==> src/design/binary_max_heap_priority_queue_macros.svh <==
// Assertion macros for the heap priority queue.
`ifndef BINARY_MAX_HEAP_PRIORITY_QUEUE_MACROS_SVH
`define BINARY_MAX_HEAP_PRIORITY_QUEUE_MACROS_SVH

`ifndef SYNTHESIS
`define BMHPQ_ASSERT_IMPLY(lbl, clk, rst_n, ante, cons) \
    lbl: assert property (@(posedge clk) disable iff (!rst_n) (ante) |-> (cons)) \
        else $error("bmhpq: implication check failed");
`define BMHPQ_ASSERT_NEVER(lbl, clk, rst_n, expr) \
    lbl: assert property (@(posedge clk) disable iff (!rst_n) !(expr)) \
        else $error("bmhpq: forbidden condition seen");
`else
`define BMHPQ_ASSERT_IMPLY(lbl, clk, rst_n, ante, cons)
`define BMHPQ_ASSERT_NEVER(lbl, clk, rst_n, expr)
`endif

`endif

==> src/design/bmhpq_ram.sv <==
// Simple dual-read, single-write RAM with registered read data.
`timescale 1ns / 1ps
module bmhpq_ram #(
    parameter int AW = 1,
    parameter int DW = 32
) (
    input  logic          i_clk,
    input  logic          i_we,
    input  logic [AW-1:0] i_waddr,
    input  logic [DW-1:0] i_wdata,
    input  logic [AW-1:0] i_raddr_a,
    input  logic [AW-1:0] i_raddr_b,
    output logic [DW-1:0] o_rdata_a,
    output logic [DW-1:0] o_rdata_b
);

    localparam int DEPTH = 1 << AW;

    logic [DW-1:0] r_mem [DEPTH];
    logic [DW-1:0] r_rd_a;
    logic [DW-1:0] r_rd_b;

    always_ff @(posedge i_clk) begin
        if (i_we) begin
            r_mem[i_waddr] <= i_wdata;
        end
        r_rd_a <= r_mem[i_raddr_a];
        r_rd_b <= r_mem[i_raddr_b];
    end

    assign o_rdata_a = r_rd_a;
    assign o_rdata_b = r_rd_b;

endmodule

==> config.mk <==
export PLATFORM = sky130hd
export DESIGN_NAME = bmhpq_ram
export DESIGN_NICKNAME = d
export VERILOG_FILES = /design/src/design/binary_max_heap_priority_queue_macros.svh /design/src/design/bmhpq_ram.sv
export SDC_FILE = /design/constraint.sdc
export NUM_CORES = 1
export LEC_CHECK = 0
export ABC_AREA = 1
export BUFFER_PORTS_ARGS = -buffer_cell sky130_fd_sc_hd__buf_2
export CORE_ASPECT_RATIO = 0.9
export CORE_MARGIN = 1
export CORE_UTILIZATION = 40
export CTS_CLUSTER_DIAMETER = 120
export DETAILED_ROUTE_END_ITERATION = 10
export SYNTH_ARGS = -nofsm -noshare
export SYNTH_HDL_FRONTEND = slang
export SYNTH_SLANG_ARGS = --single-unit
==> constraint.sdc <==
create_clock -name i_clk -period 2.62 [get_ports i_clk]
set_input_delay 0 -clock i_clk [delete_from_list [all_inputs] [get_ports i_clk]]
set_output_delay 0 -clock i_clk [all_outputs]
set_load 0.01 [all_outputs]
==> results.sh <==
export IMPL_p_int_w=0.00403
export IMPL_cts_buffers=17
export IMPL_timing_final_ws_setup_ns=1.72
export IMPL_synth_edf_count=64
export IMPL_antenna_found_initial=0
export IMPL_grt_pass1_vias=2742
export IMPL_dieArea_um2=10800
export IMPL_power_density_nw_per_um2=913
export IMPL_grt_pass1_wl_um=12900
export IMPL_vias_per_cell=4.46
export IMPL_yosys_top_cells_area="edfxtp_1, dfxtp_1, nand2_1, buf_6, nand2_2"
export IMPL_hpwlAfterDp_um=4590
export IMPL_clk_latency_ns=0.40
export IMPL_cp_startpoint="i_waddr"
export IMPL_reg2reg_depth=2
export IMPL_critPathMaxStageDelay_ns=0.77
export IMPL_ant_nets=0
export IMPL_wire_per_inst_um=13.1
export IMPL_drive_gt1_share_pct=30.3
export IMPL_vias=2759
export IMPL_synthFlopType="edfxtp_1"
export IMPL_cpLargestDelayFamily="simple AND/OR/NAND/NOR gates"
export IMPL_track_usage_pct=16.3
export IMPL_seqPwrFrac_pct=45.3
export IMPL_cts_root_buf="clkbuf_16"
export IMPL_overflow=0
export IMPL_path_cells="buf_2 -> nor2_4"
export IMPL_io_buffers=100
export IMPL_avgSynthCellArea_um2=12.3
export IMPL_preCtsSetupSlack_ns=1.26
export IMPL_synth_top_area_cell="edfxtp_1"
export IMPL_drt_iter0_drc=71
export IMPL_nets=516
export IMPL_dr_pass1_iters=4
export IMPL_post_synth_top_count_cell="nand2_1"
export IMPL_period_minus_slack_ns=0.900
export IMPL_cts_sinks=128
export IMPL_r2r_setup_slack_ns=1.94
export IMPL_path_depth=2
export IMPL_rsz0062_at_grt="false"
export IMPL_drc=0
export IMPL_die_y_um=98.9
export IMPL_ctsLongestPathBuffers=2
export IMPL_postCtsSetupBuffers=0
export IMPL_path_max_fanout=32
export IMPL_cts_tree="done"
export IMPL_synth_top_area_share_pct=46.1
export IMPL_finish_instance_area_um2=5630
export IMPL_status="finished clean"
export IMPL_path_buf_inv=1
export IMPL_worstSetupEndpoint="r_mem[0][28]$_DFFE_PP_"
export IMPL_grt_start_max_net_pins=34
export IMPL_setup_violations=0
export IMPL_p_switching_w=0.00111
export IMPL_cp_required_ns=2.64
export IMPL_slew_headroom_pct=32.8
export IMPL_r2r_end="o_rdata_b[4]$_DFF_P_"
export IMPL_num_antenna_cells=0
export IMPL_reg2reg_from="r_mem[0][4]$_DFFE_PP_"
export IMPL_dpl_cell_area_um2=4670
export IMPL_final_max_slew_viol_count=0
export IMPL_syn_inst=340
export IMPL_hold_viol=0
export IMPL_io_pins=101
export IMPL_hold_buffers=32
export IMPL_ys_seq_area_share_pct=76.8
export IMPL_tightestPinTransition_ns=1.00
export IMPL_clock_skew_ns=0.00778
export IMPL_synth_warnings=0
export IMPL_cts_resized_gates=0
export IMPL_hold_class="input pin to flip-flop"
export IMPL_coreArea_um2=9910
export IMPL_ys_types=11
export IMPL_p_leak_nw=2.59
export IMPL_pwr_share_clk_pct=47.8
export IMPL_ys_ff_latch=128
export IMPL_drt_wl_total_um=8100
export IMPL_rows=34
export IMPL_postSynth_asyncResetShare_pct=0
export IMPL_clk_pin_slew_ns=0.06
export IMPL_syn_num_nets=377
export IMPL_fin_tns_setup_ns=0
export IMPL_period_share_pct=34.3
export IMPL_ir_drop_v=0.000442
export IMPL_gp_congestion=0.679
export IMPL_arrival_ns=0.92
export IMPL_cts_htree_levels=4
export IMPL_end_kind="flip-flop"
export IMPL_power_frac_comb_pct=6.9
export IMPL_p_sw_share_pct=21.6
export IMPL_worstSetupPathType="input pin to flip-flop"
export IMPL_initial_core_util_pct=42.1
export IMPL_start_kind="input pin"
export IMPL_netlist_area_um2=4170
export IMPL_max_freq_ghz=1.11
export IMPL_dieWidth_um=110
export IMPL_maxCapViolCount=0
export IMPL_areaGrowthSynthToFinish_pct=34.9
export IMPL_cp_slowest_cell="nor2_4"
export IMPL_synth_common_cells="nand2_1, dfxtp_1, edfxtp_1"
## state kept, by name, summed over array words and instances, names as in the netlist
| signal | flops |
|---|---|
| o_rdata_a | 32 |
| o_rdata_b | 32 |
| r_mem | 64 |
## worst min path at each step
stage | start | end | cells past startpoint
6_report | i_raddr_a | o_rdata_a[20]$_DFF_P_ | 3
5_1_grt | i_raddr_a | o_rdata_a[20]$_DFF_P_ | 3
4_1_cts | i_raddr_a | o_rdata_a[20]$_DFF_P_ | 3
3_5_place_dp | i_wdata[1] | r_mem[0][1]$_DFFE_PP_ | 1
3_3_place_gp | i_wdata[19] | r_mem[0][19]$_DFFE_PP_ | 1
2_1_floorplan | i_wdata[0] | r_mem[0][0]$_DFFE_PP_ | 0
## placed cells by master (no fill, tap or decap)
cell type,synthesis,routed
inv_1,2,2
dfxtp_1,64,64
edfxtp_1,64,64
clkinv_2,0,1
nand2_1,180,180
nand2_2,13,13
clkinvlp_4,0,3
bufinv_16,0,3
inv_6,0,1
clkinv_4,0,3
nor2_4,0,1
buf_2,0,100
clkbuf_16,0,18
dlygate4sd3_1,0,32
clkbuf_8,3,2
clkbuf_1,0,1
buf_4,0,2
inv_8,2,2
## routing by layer
metal	up-vias	wire (µm)	share of wire (%)	track usage [%]
met5	-	0	0	0
li1	1363	-	-	-
met4	0	144	1.8	7.90
met1	1298	3460	43	18.1
met2	82	4120	51	28.2
met3	16	381	4.7	4.96
## cell families (layout without fill, tap and decap cells)
family                 count (synthesis)  count (layout)  synth area share, %
AND/OR/NAND/NOR                      194             194                 18.2
flip-flops                           128             128                 76.8
buffers and inverters                 18             170                 4.98
## cell type report
class	instances	area, µm²
well taps	126	158
fillers	856	4280
multi-input cells	194	768
clock buffers	21	482
flip-flops and latches	128	3200
inverters	4	30.0
repair buffers	134	836
clock inverters	11	153
## power by group through the flow
stage	Clock [W]	Sequential, W	Combinational [W]
floorplan	0	0.00241	0.000139
finish	0.00246	0.00233	0.000355
CTS	0.00250	0.00233	0.000361
global placement	0	0.00236	0.000315
detailed placement	0	0.00237	0.000323
global route	0.00259	0.00234	0.000396
## per-stage QoR
step / hold WS [ns] / power, W / cells / utilization, %
after floorplan: 0.0989 / 0.00255 / 340 / -
after global placement: 0.188 / 0.00268 / 554 / 47.2
after detailed placement: 0.192 / 0.00269 / 554 / 47.2
after CTS: 0.0447 / 0.00519 / 618 / 56.8
after global routing: 0.0614 / 0.00533 / 618 / 56.8
final: 0.0557 / 0.00514 / 618 / 56.8
(Power assumes the default switching activity.)
