**src/design/binary_max_heap_priority_queue_macros.svh**
```systemverilog
// Assertion macros for the heap priority queue.
`ifndef BINARY_MAX_HEAP_PRIORITY_QUEUE_MACROS_SVH
`define BINARY_MAX_HEAP_PRIORITY_QUEUE_MACROS_SVH

`ifndef SYNTHESIS
`define BMHPQ_ASSERT_IMPLY(lbl, clk, rst_n, ante, cons) \
    lbl: assert property (@(posedge clk) disable iff (!rst_n) (ante) |-> (cons)) \
        else $error("bmhpq: implication check failed");
`define BMHPQ_ASSERT_NEVER(lbl, clk, rst_n, expr) \
    lbl: assert property (@(posedge clk) disable iff (!rst_n) !(expr)) \
        else $error("bmhpq: forbidden condition seen");
`else
`define BMHPQ_ASSERT_IMPLY(lbl, clk, rst_n, ante, cons)
`define BMHPQ_ASSERT_NEVER(lbl, clk, rst_n, expr)
`endif

`endif

```
**src/design/bmhpq_pkg.sv**
```systemverilog
// Shared constants, types and helper functions for the heap priority queue.
`timescale 1ns / 1ps
package bmhpq_pkg;

    localparam int CAPACITY = 1024;
    localparam int KEY_W    = 32;
    localparam int CNT_W    = $clog2(CAPACITY + 1);
    localparam int IDX_W    = $clog2(CAPACITY);
    localparam int NLVL     = CNT_W;
    localparam int LVL_W    = $clog2(NLVL);

    localparam logic KIND_INSERT  = 1'b0;
    localparam logic KIND_EXTRACT = 1'b1;

    localparam logic [1:0] ST_INSERTED  = 2'd0;
    localparam logic [1:0] ST_EXTRACTED = 2'd1;
    localparam logic [1:0] ST_FULL      = 2'd2;
    localparam logic [1:0] ST_EMPTY     = 2'd3;

    typedef enum logic [1:0] {
        OP_INS,
        OP_PASS,
        OP_DOWN
    } t_op;

    // word travelling down the chain
    typedef struct packed {
        logic                    valid;
        t_op                     op;
        logic [LVL_W-1:0]        tlvl;
        logic [IDX_W-1:0]        idx;
        logic [CNT_W-1:0]        path;
        logic [CNT_W-1:0]        cnt;
        logic signed [KEY_W-1:0] key;
    } t_tok;

    // write-back to the level above
    typedef struct packed {
        logic                    valid;
        logic [IDX_W-1:0]        idx;
        logic signed [KEY_W-1:0] key;
    } t_wr;

    typedef struct packed {
        logic                    valid;
        logic [LVL_W-1:0]        lvl;
        logic [IDX_W-1:0]        idx;
    } t_peek;

    typedef struct packed {
        logic                    valid;
        logic signed [KEY_W-1:0] key;
    } t_done;

    typedef struct packed {
        logic             we;
        logic [IDX_W-1:0] waddr;
        logic [KEY_W-1:0] wdata;
        logic [IDX_W-1:0] raddr_a;
        logic [IDX_W-1:0] raddr_b;
    } t_ram_req;

    function automatic int lvl_depth(input int lvl);
        int p;
        int rem;
        p   = 1 << lvl;
        rem = CAPACITY + 1 - p;
        return (p < rem) ? p : rem;
    endfunction

    function automatic int lvl_aw(input int lvl);
        int aw;
        aw = $clog2(lvl_depth(lvl));
        return (aw < 1) ? 1 : aw;
    endfunction

    function automatic logic [LVL_W-1:0] msb_pos(input logic [CNT_W-1:0] v);
        logic [LVL_W-1:0] r;
        r = '0;
        for (int i = 0; i < CNT_W; i++) begin
            if (v[i]) begin
                r = LVL_W'(i);
            end
        end
        return r;
    endfunction

endpackage

```
**src/design/bmhpq_cell.sv**
```systemverilog
// One heap level: compares against its stored nodes and hands words to the next level.
`timescale 1ns / 1ps
module bmhpq_cell
    import bmhpq_pkg::*;
(
    input  logic             i_clk,
    input  logic             i_rst_n,
    input  logic [LVL_W-1:0] i_level,
    input  t_tok             i_tok,
    input  t_wr              i_wr,
    input  t_peek            i_peek,
    input  logic [KEY_W-1:0] i_rdata_a,
    input  logic [KEY_W-1:0] i_rdata_b,
    output t_tok             o_tok,
    output t_wr              o_wr,
    output t_done            o_done,
    output t_ram_req         o_ram
);

    typedef enum logic [1:0] {
        C_IDLE,
        C_INS_CMP,
        C_DN_CMP
    } t_cstate;

    t_cstate r_state;
    t_tok    r_cur;
    t_tok    r_tok;
    t_wr     r_wr;
    logic    r_done;
    logic    r_peek_q;

    t_tok                    w_src;
    logic                    w_at_tgt;
    logic [LVL_W-1:0]        w_sh;
    logic                    w_pbit;
    logic [IDX_W:0]          w_nidx;
    logic [IDX_W:0]          w_ka;
    logic [IDX_W:0]          w_kb;
    logic [CNT_W:0]          w_base;
    logic [CNT_W:0]          w_ha;
    logic                    w_va;
    logic                    w_vb;
    logic                    w_peek_hit;
    logic signed [KEY_W-1:0] w_node_a;
    logic signed [KEY_W-1:0] w_node_b;
    logic                    w_gt;
    logic signed [KEY_W-1:0] w_fwd_key;
    logic                    w_take_a;
    logic                    w_take_b;
    logic signed [KEY_W-1:0] w_best_a;
    logic signed [KEY_W-1:0] w_best;
    logic [IDX_W-1:0]        w_child;

    always_comb begin
        w_src      = (r_state == C_IDLE) ? i_tok : r_cur;
        w_at_tgt   = (i_level == w_src.tlvl);
        w_sh       = w_src.tlvl - i_level - LVL_W'(1);
        w_pbit     = w_src.path[w_sh];
        w_nidx     = {w_src.idx, w_pbit};
        w_ka       = {w_src.idx, 1'b0};
        w_kb       = {w_src.idx, 1'b1};
        w_base     = ((CNT_W+1)'(1) << i_level) - (CNT_W+1)'(1);
        w_ha       = w_base + (CNT_W+1)'(w_ka);
        w_va       = w_ha < {1'b0, w_src.cnt};
        w_vb       = (w_ha + (CNT_W+1)'(1)) < {1'b0, w_src.cnt};
        w_peek_hit = i_peek.valid && (i_peek.lvl == i_level);
        w_node_a   = $signed(i_rdata_a);
        w_node_b   = $signed(i_rdata_b);
        w_gt       = w_src.key > w_node_a;
        w_fwd_key  = w_gt ? w_node_a : w_src.key;
        // ties keep the parent, equal children favour the left
        w_take_a   = w_va && (w_node_a > w_src.key);
        w_best_a   = w_take_a ? w_node_a : w_src.key;
        w_take_b   = w_vb && (w_node_b > w_best_a);
        w_best     = w_take_b ? w_node_b : w_best_a;
        w_child    = w_take_b ? w_kb[IDX_W-1:0] : w_ka[IDX_W-1:0];
    end

    always_comb begin
        o_ram = '0;
        if (w_peek_hit) begin
            o_ram.raddr_a = i_peek.idx;
        end
        unique case (r_state)
            C_IDLE: begin
                if (i_tok.valid) begin
                    case (i_tok.op)
                        OP_INS: begin
                            if (w_at_tgt) begin
                                o_ram.we    = 1'b1;
                                o_ram.waddr = i_tok.idx;
                                o_ram.wdata = i_tok.key;
                            end else begin
                                o_ram.raddr_a = i_tok.idx;
                            end
                        end
                        OP_DOWN: begin
                            o_ram.raddr_a = w_ka[IDX_W-1:0];
                            o_ram.raddr_b = w_kb[IDX_W-1:0];
                        end
                        default: ;
                    endcase
                end
            end
            C_INS_CMP: begin
                if (w_gt) begin
                    o_ram.we    = 1'b1;
                    o_ram.waddr = r_cur.idx;
                    o_ram.wdata = r_cur.key;
                end
            end
            C_DN_CMP: ;
            default: ;
        endcase
        if (i_wr.valid) begin
            o_ram.we    = 1'b1;
            o_ram.waddr = i_wr.idx;
            o_ram.wdata = i_wr.key;
        end
    end

    always_ff @(posedge i_clk) begin
        if (!i_rst_n) begin
            r_state     <= C_IDLE;
            r_tok.valid <= 1'b0;
            r_wr.valid  <= 1'b0;
            r_done      <= 1'b0;
            r_peek_q    <= 1'b0;
        end else begin
            r_tok.valid <= 1'b0;
            r_wr.valid  <= 1'b0;
            r_done      <= 1'b0;
            r_peek_q    <= w_peek_hit;
            unique case (r_state)
                C_IDLE: begin
                    if (i_tok.valid) begin
                        case (i_tok.op)
                            OP_INS: begin
                                if (w_at_tgt) begin
                                    r_done <= 1'b1;
                                end else begin
                                    r_cur   <= i_tok;
                                    r_state <= C_INS_CMP;
                                end
                            end
                            OP_PASS: begin
                                r_tok    <= i_tok;
                                r_tok.op <= OP_DOWN;
                            end
                            OP_DOWN: begin
                                if (!w_va) begin
                                    r_wr.valid <= 1'b1;
                                    r_wr.idx   <= i_tok.idx;
                                    r_wr.key   <= i_tok.key;
                                    r_done     <= 1'b1;
                                end else begin
                                    r_cur   <= i_tok;
                                    r_state <= C_DN_CMP;
                                end
                            end
                            default: ;
                        endcase
                    end
                end
                C_INS_CMP: begin
                    r_tok     <= r_cur;
                    r_tok.idx <= w_nidx[IDX_W-1:0];
                    r_tok.key <= w_fwd_key;
                    r_state   <= C_IDLE;
                end
                C_DN_CMP: begin
                    r_wr.valid <= 1'b1;
                    r_wr.idx   <= r_cur.idx;
                    r_wr.key   <= w_best;
                    if (w_take_a || w_take_b) begin
                        r_tok     <= r_cur;
                        r_tok.idx <= w_child;
                    end else begin
                        r_done <= 1'b1;
                    end
                    r_state <= C_IDLE;
                end
                default: r_state <= C_IDLE;
            endcase
        end
    end

    assign o_tok       = r_tok;
    assign o_wr        = r_wr;
    assign o_done.valid = r_done | r_peek_q;
    assign o_done.key   = r_peek_q ? w_node_a : '0;

endmodule

```
**config.mk**
```make
export PLATFORM = sky130hd
export DESIGN_NAME = bmhpq_cell
export DESIGN_NICKNAME = d
export VERILOG_FILES = /design/src/design/binary_max_heap_priority_queue_macros.svh /design/src/design/bmhpq_pkg.sv /design/src/design/bmhpq_cell.sv
export SDC_FILE = /design/constraint.sdc
export NUM_CORES = 1
export LEC_CHECK = 0
export BUFFER_PORTS_ARGS = -buffer_cell sky130_fd_sc_hd__buf_2
export CORE_MARGIN = 5
export CORE_UTILIZATION = 45
export DETAILED_ROUTE_END_ITERATION = 8
export MAX_ROUTING_LAYER = met4
export PLACE_DENSITY = 0.76
export SKIP_LAST_GASP = 1
export SLEW_MARGIN = 20
export SYNTH_ARGS = -nofsm -noshare
export SYNTH_HDL_FRONTEND = slang
export SYNTH_SLANG_ARGS = --single-unit
export TNS_END_PERCENT = 100
```
**constraint.sdc**
```tcl
create_clock -name i_clk -period 28.1 [get_ports i_clk]
set_clock_uncertainty 0.1 [all_clocks]
set_input_delay 0 -clock i_clk [delete_from_list [all_inputs] [get_ports i_clk]]
set_output_delay 0 -clock i_clk [all_outputs]
set_load 0.01 [all_outputs]
```
==> metrics.md <==
| Metric | Value |
|---|---|
| Outcome | completed |
| Core Box Area | 0.0296 mm^2 |
| Post-route antenna net violation count | 0 |
| Final setup vio count | 0 |
| Port Buf Inserts | about 410 |
| DRT iter0 DRCs | approximately 1400 |
| Wire length of the first global-routing pass | 75500 um |
| Dominant cell type by area after synthesis | edfxtp_1 |
| Final Hold Fails | 0 |
| Warnings, synthesis | 0 |
| Drt wl/cell | 22.7 um |
| Largest net degree at the start of global routing | 86 |
| Cell area after synthesis | 0.0135 mm^2 |
| Async S/R FF share, synth | 0% |
| Total congestion overflow | 0 |
| CP max FO | 43 |
| DRC errors left | 0 |
| Startpoint Class | flip-flop |
| Slew Limit Fails | 0 |
| TritonCTS buffer count | 17 |
| Filler cells | 2546 |
| Cells after Synth | 1335 |
| Max cap viols | 0 |
| PwrDens | 49.5 mW/mm^2 |
| CTS root buf | clkbuf_16 |
| Fin crit share | 37.5% |
| Vias in the first global route | 13400 |
| Count leader, synth | edfxtp_1 |
| Syn nets | 1643 |
| Effective utilization at floorplan | 45.6% |
| Post-CTS Hold Buffers | around 100 |
| P&R area growth vs syn | 29.9% |
| Die height | 183 um |
| Post-layout util | about three fifths |
| Max stage delay cell, worst path | buf_4 |
| Worst vdd ir | approximately 0.033 mV |
| Total Neg Setup Slack | 0 ps |
| Post-Route WL | 50000 um |
| Critical Path Max Stage Delay | 810 ps |
| Post-synth EDFFs | 182 |
| Mean post-synth cell area | ~10 um^2 |
| Crit. End Element | flip-flop |
| Initial antenna violation count | 1 |
| Post-cts resize count | 0 |
| Worst-Margin Slew | 928 ps |
| DR pass1 iterations | 6 |
| Number of core rows | 63 |
| Clk sinks | 188 |
| # nets final | 2106 |
| Max Clk Rate | 95.0 MHz |
| GPL Wtd Cong | 0.937 |
| TritonCTS clock tree | yes |
| Via density | 6.03 |
| Slew HR | 37.9% |
| Clock Latency Late Sink | 440 ps |
| Total power | 0.000869 W |
| Flops & latches, synth | between 150 and 200 |
| Worst Setup Path Type | reg -> reg |
| CP arrival | roughly 11000 ps |
| Die ar. | approximately 0.034 mm^2 |
| Seq/Total Area, Yosys | roughly two fifths |
| Setup Buffers After CTS | 0 |
| Min Tclk post-route | roughly 11000 ps |
| Die W | 183 um |
| Tot GR Track Use | 29.4% |
| Synth Flop Type | edfxtp_1 |
| Clk buf depth | 2 |
| Finished Layout Cells | between 2000 and 2500 |
| Static leakage | 8.45 nW |
| Hold Path Class | in -> reg |
| Cell variety after synth | 66 |
| WP data required | 28110 ps |
| Hpwl dp | 35300 um |
| Cell mode on critical path | ha_1 |
| RSZ-0062 raised after global routing | false |
| Io pins | roughly 410 |
| Placed cell count | 2063 |
| # H-tree levels | 4 |
| Fraction of layout cells with a size suffix above 1 | 29.0% |
| Clock transition at path regs | 70 ps |
| Synth top area share | approximately two fifths |
| Top post-synthesis cells by count | edfxtp_1 (182), ha_1 (107), o21ai_0 (101) |
| Vias post-DR | 13300 |
| Synth area leaders | edfxtp_1 (40%), ha_1 (9.9%), a22oi_1 (4.4%), mux2i_1 (4.1%), o21ai_0 (3.7%) |
[critical path: cells and delay by family (launching register included)]
family / cells / cell delay (ps)
AOI/OAI and AO/OA: 14 / 3630
xor gates and xnor gates: 1 / 470
DFF: 1 / 550
and+or+nand+nor: 4 / 1450
buffers and inverters: 4 / 1720
adders and majority gates: 4 / 1200
muxes: 3 / 970
[through the flow]
stage | hold WS [ps] | setup WS, ps | cell area [um^2]
4_1_cts | 23.7 | 17000 | 17500
2_1_floorplan | -1.13 | 18380 | 13500
3_3_place_gp | 107 | 17310 | 15900
5_1_grt | 55.6 | 16880 | 17600
3_5_place_dp | 110 | 17050 | 15900
6_report | 36.6 | 17570 | 17600
[routing by layer]
layer | share of wire [%] | global-route usage [%] | vias to the layer above
met2 | 48 | 48.5 | 804
met4 | 3.4 | 10.4 | 0
met1 | 40 | 37.3 | 6318
met3 | 8.2 | 4.03 | 121
li1 | - | - | 6037
met5 | 0 | - | -
[area by class of cell]
type,count,area (um^2),area share [%]
Clock buffer,18,429,2.44
Antenna cell,1,2.50,0.0143
Tap cell,390,488,2.78
Clock inverter,14,134,0.763
Inverter,97,364,2.07
Timing Repair Buffer,530,3260,18.6
Sequential cell,188,5590,31.8
Multi-Input combinational cell,964,7290,41.5
[cell usage in the layout, fill, tap and decap left out, types with 7 or more instances in the layout]
cell           instances
o21ai_0              101
nor4_1                 9
a211o_1               33
a21oi_1               29
nand4_1               15
o211ai_1               7
buf_4                 15
nor2_1                69
xnor2_1               15
and3_1                42
mux2_2                33
nor3_1                40
nand3_1               15
xor2_1                10
mux2i_1               55
a221o_1               37
a21o_1                28
a211oi_1              39
buf_2                408
inv_1                 96
a22oi_1               79
ha_1                 107
nand2_1               83
dlygate4sd3_1        104
and2_1                36
clkbuf_16             17
edfxtp_1             182
[flip-flops by register name, indices dropped and copies added (netlist names)]
register and cells:
o_tok 71, r_cur 70, r_peek_q 1, r_state 2
r_done 1, o_wr 43
[logic make-up (layout without fill, tap and decap cells)]
family | Yosys count | after routing | synth area share (%)
AOI/OAI and AO/OA | 399 | 399 | 21.3
and+or+nand+nor | 337 | 337 | 12.4
DFF | 188 | 188 | 41.3
buffers and inverters | 183 | 659 | 5.41
adders and majority gates | 109 | 109 | 10.2
muxes | 94 | 94 | 7.82
xor gates and xnor gates | 25 | 25 | 1.62
other | 0 | 1 | 0
[path summary, 6_finish.rpt]
check | slack (ps) | endpoint | startpoint | depth (start not counted)
setup / recovery | 17570 | o_tok[23] | r_state[1] | 30
hold reg to reg | 520 | o_tok[12] | r_cur[12] | 1
hold / removal | 40 | o_wr[0] | i_rdata_a[0] | 4
setup reg to reg | 17570 | o_tok[23] | r_state[1] | 30
[where the power goes]
part / switching (W) / total (W) / internal [W]
clock: 0.000120 / 0.000237 / 0.000118
sequential: 0.00000580 / 0.000327 / 0.000321
combinational: 0.000182 / 0.000305 / 0.000123
total: 0.000307 / 0.000869 / 0.000562
Note: power is estimated with default switching activity, not from simulation.
